==> src/design/obst_ram.sv <==
`timescale 1ns / 1ps
// Generic single-port-write, single-port-read RAM with registered read data.
// No dependencies.
module obst_ram #(
  parameter int Width = 8,
  parameter int Depth = 16
) (
  input  logic                     clk_i,
  input  logic                     we_i,
  input  logic [$clog2(Depth)-1:0] waddr_i,
  input  logic [Width-1:0]         wdata_i,
  input  logic [$clog2(Depth)-1:0] raddr_i,
  output logic [Width-1:0]         rdata_o
);

  logic [Width-1:0] mem_q [Depth];
  logic [Width-1:0] rdata_q;

  always_ff @(posedge clk_i) begin
    if (we_i) begin
      mem_q[waddr_i] <= wdata_i;
    end
    rdata_q <= mem_q[raddr_i];
  end

  assign rdata_o = rdata_q;

endmodule

==> config.mk <==
export PLATFORM = sky130hd
export DESIGN_NAME = obst_ram
export DESIGN_NICKNAME = d
export VERILOG_FILES = /design/src/design/obst_ram.sv
export SDC_FILE = /design/constraint.sdc
export NUM_CORES = 1
export LEC_CHECK = 0
export BUFFER_PORTS_ARGS = -buffer_cell sky130_fd_sc_hd__clkbuf_2
export CAP_MARGIN = 10
export CORE_ASPECT_RATIO = 1.1
export CORE_MARGIN = 1.5
export CORE_UTILIZATION = 50
export CTS_CLUSTER_DIAMETER = 80
export DETAILED_ROUTE_END_ITERATION = 12
export GPL_ROUTABILITY_DRIVEN = 0
export PLACE_DENSITY_LB_ADDON = 0.2
export SYNTH_ARGS = -nofsm -noshare
export SYNTH_HDL_FRONTEND = slang
export SYNTH_SLANG_ARGS = --single-unit
export TNS_END_PERCENT = 30
==> constraint.sdc <==
create_clock -name clk_i -period 2.49 [get_ports clk_i]
set_clock_uncertainty 0.1 [all_clocks]
set_input_delay 0.249 -clock clk_i [delete_from_list [all_inputs] [get_ports clk_i]]
set_output_delay 0.249 -clock clk_i [all_outputs]
set_load 0.1 [all_outputs]
# Word-level counts from Yosys, hierarchy flattened
# Memory sizes are Yosys's and may differ from the RTL's. A register that Yosys moved wholly into a read port is not among the register bits.
# Index checks and enable logic that the tools add are counted.
# totals
in_bits	18
memories	1
ram_bits	128
mem_bits_ro	0
reg_bits	0
latch_bits	0
# memory_table
name	depth	word_bits	read_ports	rd_ports_with_merged_regs	write_ports	line_no	rtl
mem_q	16	8	1	1	1	16	logic [Width-1:0] mem_q [Depth];
# classes
mul	0
n_shift	0
mux	2
add_sub_neg	0
div	0
n_reduce_logical	0
n_bitwise	0
n_eq_ne	0
order_cmp	0
# ops
cell	n
1-bit two-way mux	2

# Logic depth before layout (Yosys ltp)
# depth
word_depth	2
mapped_depth	5
mapped_depth_nobuf	3

# Least setup slack after synthesis
# OpenSTA, ideal clock, no wires.
# synth_timing
path_type	input -> register
startpoint	input port waddr_i[2]
endpoint	memory mem_q[0][0], enable pin
n_path_buf	0
setup_slack_ns	0.648
arrival_time_ns	1.359
cell_stages	2
required_ns	2.007
cell_sequence	or3b_2 > nor3_1
# synth_rtl
element	line_no	rtl
start, declared	10	input logic [$clog2(Depth)-1:0] waddr_i,
end, declared	16	
# No word-level cell before the write port.

# Final worst setup path
# layout_timing
startpoint	register rdata_q[6], in the netlist rdata_o[6] (read register of mem_q)
endpoint	output port rdata_o[6]
# layout_rtl
element	line_no	rtl
start, declared	17	logic [Width-1:0] rdata_q;
end, declared	13	output logic [Width-1:0] rdata_o
# No word-level cell between the ends.

==> run summary <==
Initial antenna violation count: 0
Post-CTS Setup Inserts: 0
CTS tree: done
Worst path cell trace: clkbuf_2
Worst-Margin Slew: 0.673 ns
Initial Util: 51.8%
Final setup viols: 0
Metal-1 WL: 4.08 mm
Setup_tns: 0 ns
CP top delay family: buffers and inverters
Slowest Stage Delay on Critical Path: 0.48 ns
RSZ-0062 raised after global routing: no
CTS Buf Count: 17
Critical Path RT: 2.14 ns
Met3 WL: 526 µm
CTS clk-pin slew, worst paths: 0.06 ns
Core Rows: 38
Layout fillers: 680
Hold/Removal Path Class: primary input to flip-flop
GR Overflow Total: 0
Worst Path Class, Setup: flip-flop to output port
Vias in the first global route: 2453
Unique masters post-synth: 19
N_diodes: 0
Status: finished clean
Post-CTS Hold Fix Bufs: 0
Die Span Y: 109 µm
Hold Vio Cnt, Final: 0
# resized after CTS: 0
TritonCTS Sinks: 136
Full die area: 10900 µm²
Routed via count: 2392
Global-route wire length before repair: 14.3 mm
Reg2Reg Depth: 3
Critical path endpoint category: output port
Met2 WL: 4.73 mm
Area Overhead vs Synth: 17.9%
Initial DRC Count: 156
Min cycle time layout: 1.71 ns
Drt pass-1 iters: 4
Largest net degree at the start of global routing: 33
Clock Tree Root: clkbuf_8
Final wirelength: 9.40 mm
DR WL/cell: 22.6 µm
Rel. slew slack: 55.0%
Max Used Layer: met4
Vias/cell: 5.75
Mapped Area: 5150 µm²
Crit start category: flip-flop
Max FO, Critical Path: 1
Detailed-route DRC error count: 0
Period utilization: 68.7%
WP buf/inv: 1
Syn_nets: 247
Critical path's slowest cell: clkbuf_2
Max VDD drop: 0.405 mV
Worst path depth: 1
Worst-Skew Late Latency: 0.51 ns
Arrival @ worst endpoint: 1.36 ns
Longest Clk Path Bufs: 2
Core ar.: 9940 µm²
Final Non-Filler Cells: 416
CTS H-Tree Depth: 4
Pwr/cell area: 851 nW/µm²
GRT Util Overall: 19.3%
Cell leakage power: 2.08 nW
Antenna-violating nets left: 0
Commonest non-fill, non-tap cells in the layout: 128 x edfxtp_1, 25 x clkbuf_2, 18 x mux4_2
Final #Nets: 301
# port buffers: 25
Synth Warn #: 0
Largest area contributor in the netlist: edfxtp_1
Max_cap viols: 0
Hold path depth: 1
Sequential fraction of the synthesis area: 77.8%
Final HPWL DP: 5.90 mm
Largest cells by area after synthesis: edfxtp_1 75%, mux4_2 7.9%, mux4_1 7.1%
Number of cells after detailed placement: 384
Avg Cell Area, Syn: 22.5 µm²
I/O pin count: 26
Fmax: 585 MHz
Final Slew Violations: 0
Yosys top cell area share: 74.7%
Ratio of cells with drive above 1 in the final layout: 31.8%
Most common cell after layout, fill and taps aside: edfxtp_1
Number of synthesized register bits: 136
Post-Synthesis Cells: 229
Die width: 99.7 µm
## where the power goes
part | switching (mW) | leakage (nW) | internal (mW) | total (mW)
sequential | 0.0167 | 1.22 | 2.56 | 2.58
combinational | 0.238 | 0.594 | 0.105 | 0.343
clock | 0.882 | 0.260 | 1.37 | 2.25
## layout make-up
cell class / instances / area (µm²) / share of cell area, %
timing repair buffer: 45 / 313 / 5.15
multi-input combinational: 83 / 1060 / 17.4
clock buffer: 20 / 445 / 7.34
tap: 120 / 150 / 2.47
sequential: 136 / 4000 / 66.0
clock inverter: 12 / 101 / 1.67
## sequential cells by signal (all words and copies together), names as in the netlist
name     flops
mem_q      128
rdata_o      8
## kinds of logic (layout without fill, tap and decap cells)
logic type / after synthesis / in the layout / share of synthesized area (%)
AO/OA/AOI/OAI: 16 / 16 / 2.33
buffers and inverters: 10 / 77 / 1.68
flip-flops: 136 / 136 / 77.8
multiplexers: 32 / 32 / 15.0
AND/OR/NAND/NOR: 35 / 35 / 3.18
## cells in the mapped netlist
| master | instances |
|---|---|
| a22oi_1 | 16 |
| and2_1 | 1 |
| and2b_1 | 1 |
| buf_2 | 3 |
| buf_4 | 1 |
| buf_6 | 3 |
| clkdlybuf4s25_2 | 3 |
| dfxtp_1 | 8 |
| edfxtp_1 | 128 |
| mux4_1 | 14 |
| mux4_2 | 18 |
| nand2_1 | 9 |
| nand2b_1 | 2 |
| nand3_1 | 1 |
| nand3b_1 | 2 |
| nor2_1 | 13 |
| nor2b_1 | 1 |
| nor3_1 | 4 |
| or3b_2 | 1 |
## worst paths after layout
check / start / end / slack, ns
worst max-delay path: rdata_o[6] / rdata_o[6] / 0.78
worst min-delay path: wdata_i[5] / mem_q[10][5] / 0.05
worst max register to register: mem_q[8][7] / rdata_o[7] / 1.06
worst min register to register: mem_q[14][0] / rdata_o[0] / 0.57
## stage by stage
step	total power, mW	setup WS, ns	util [%]	hold slack [ns]	cell area, µm²
floorplan	2.86	0.648	-	0.248	5150
global placement	2.97	0.528	55.6	0.550	5520
detailed placement	2.97	0.498	55.6	0.557	5520
CTS	5.21	0.756	61.1	0.0267	6070
global route	5.33	0.739	61.1	0.0611	6070
finish	5.17	0.780	61.1	0.0504	6070
## layer usage
layer,up-vias,track usage [%]
met5,-,0
met2,71,30.7
met3,8,4.96
li1,1085,-
met4,0,7.85
met1,1228,25.8
Note: power is estimated with default switching activity, not from simulation.
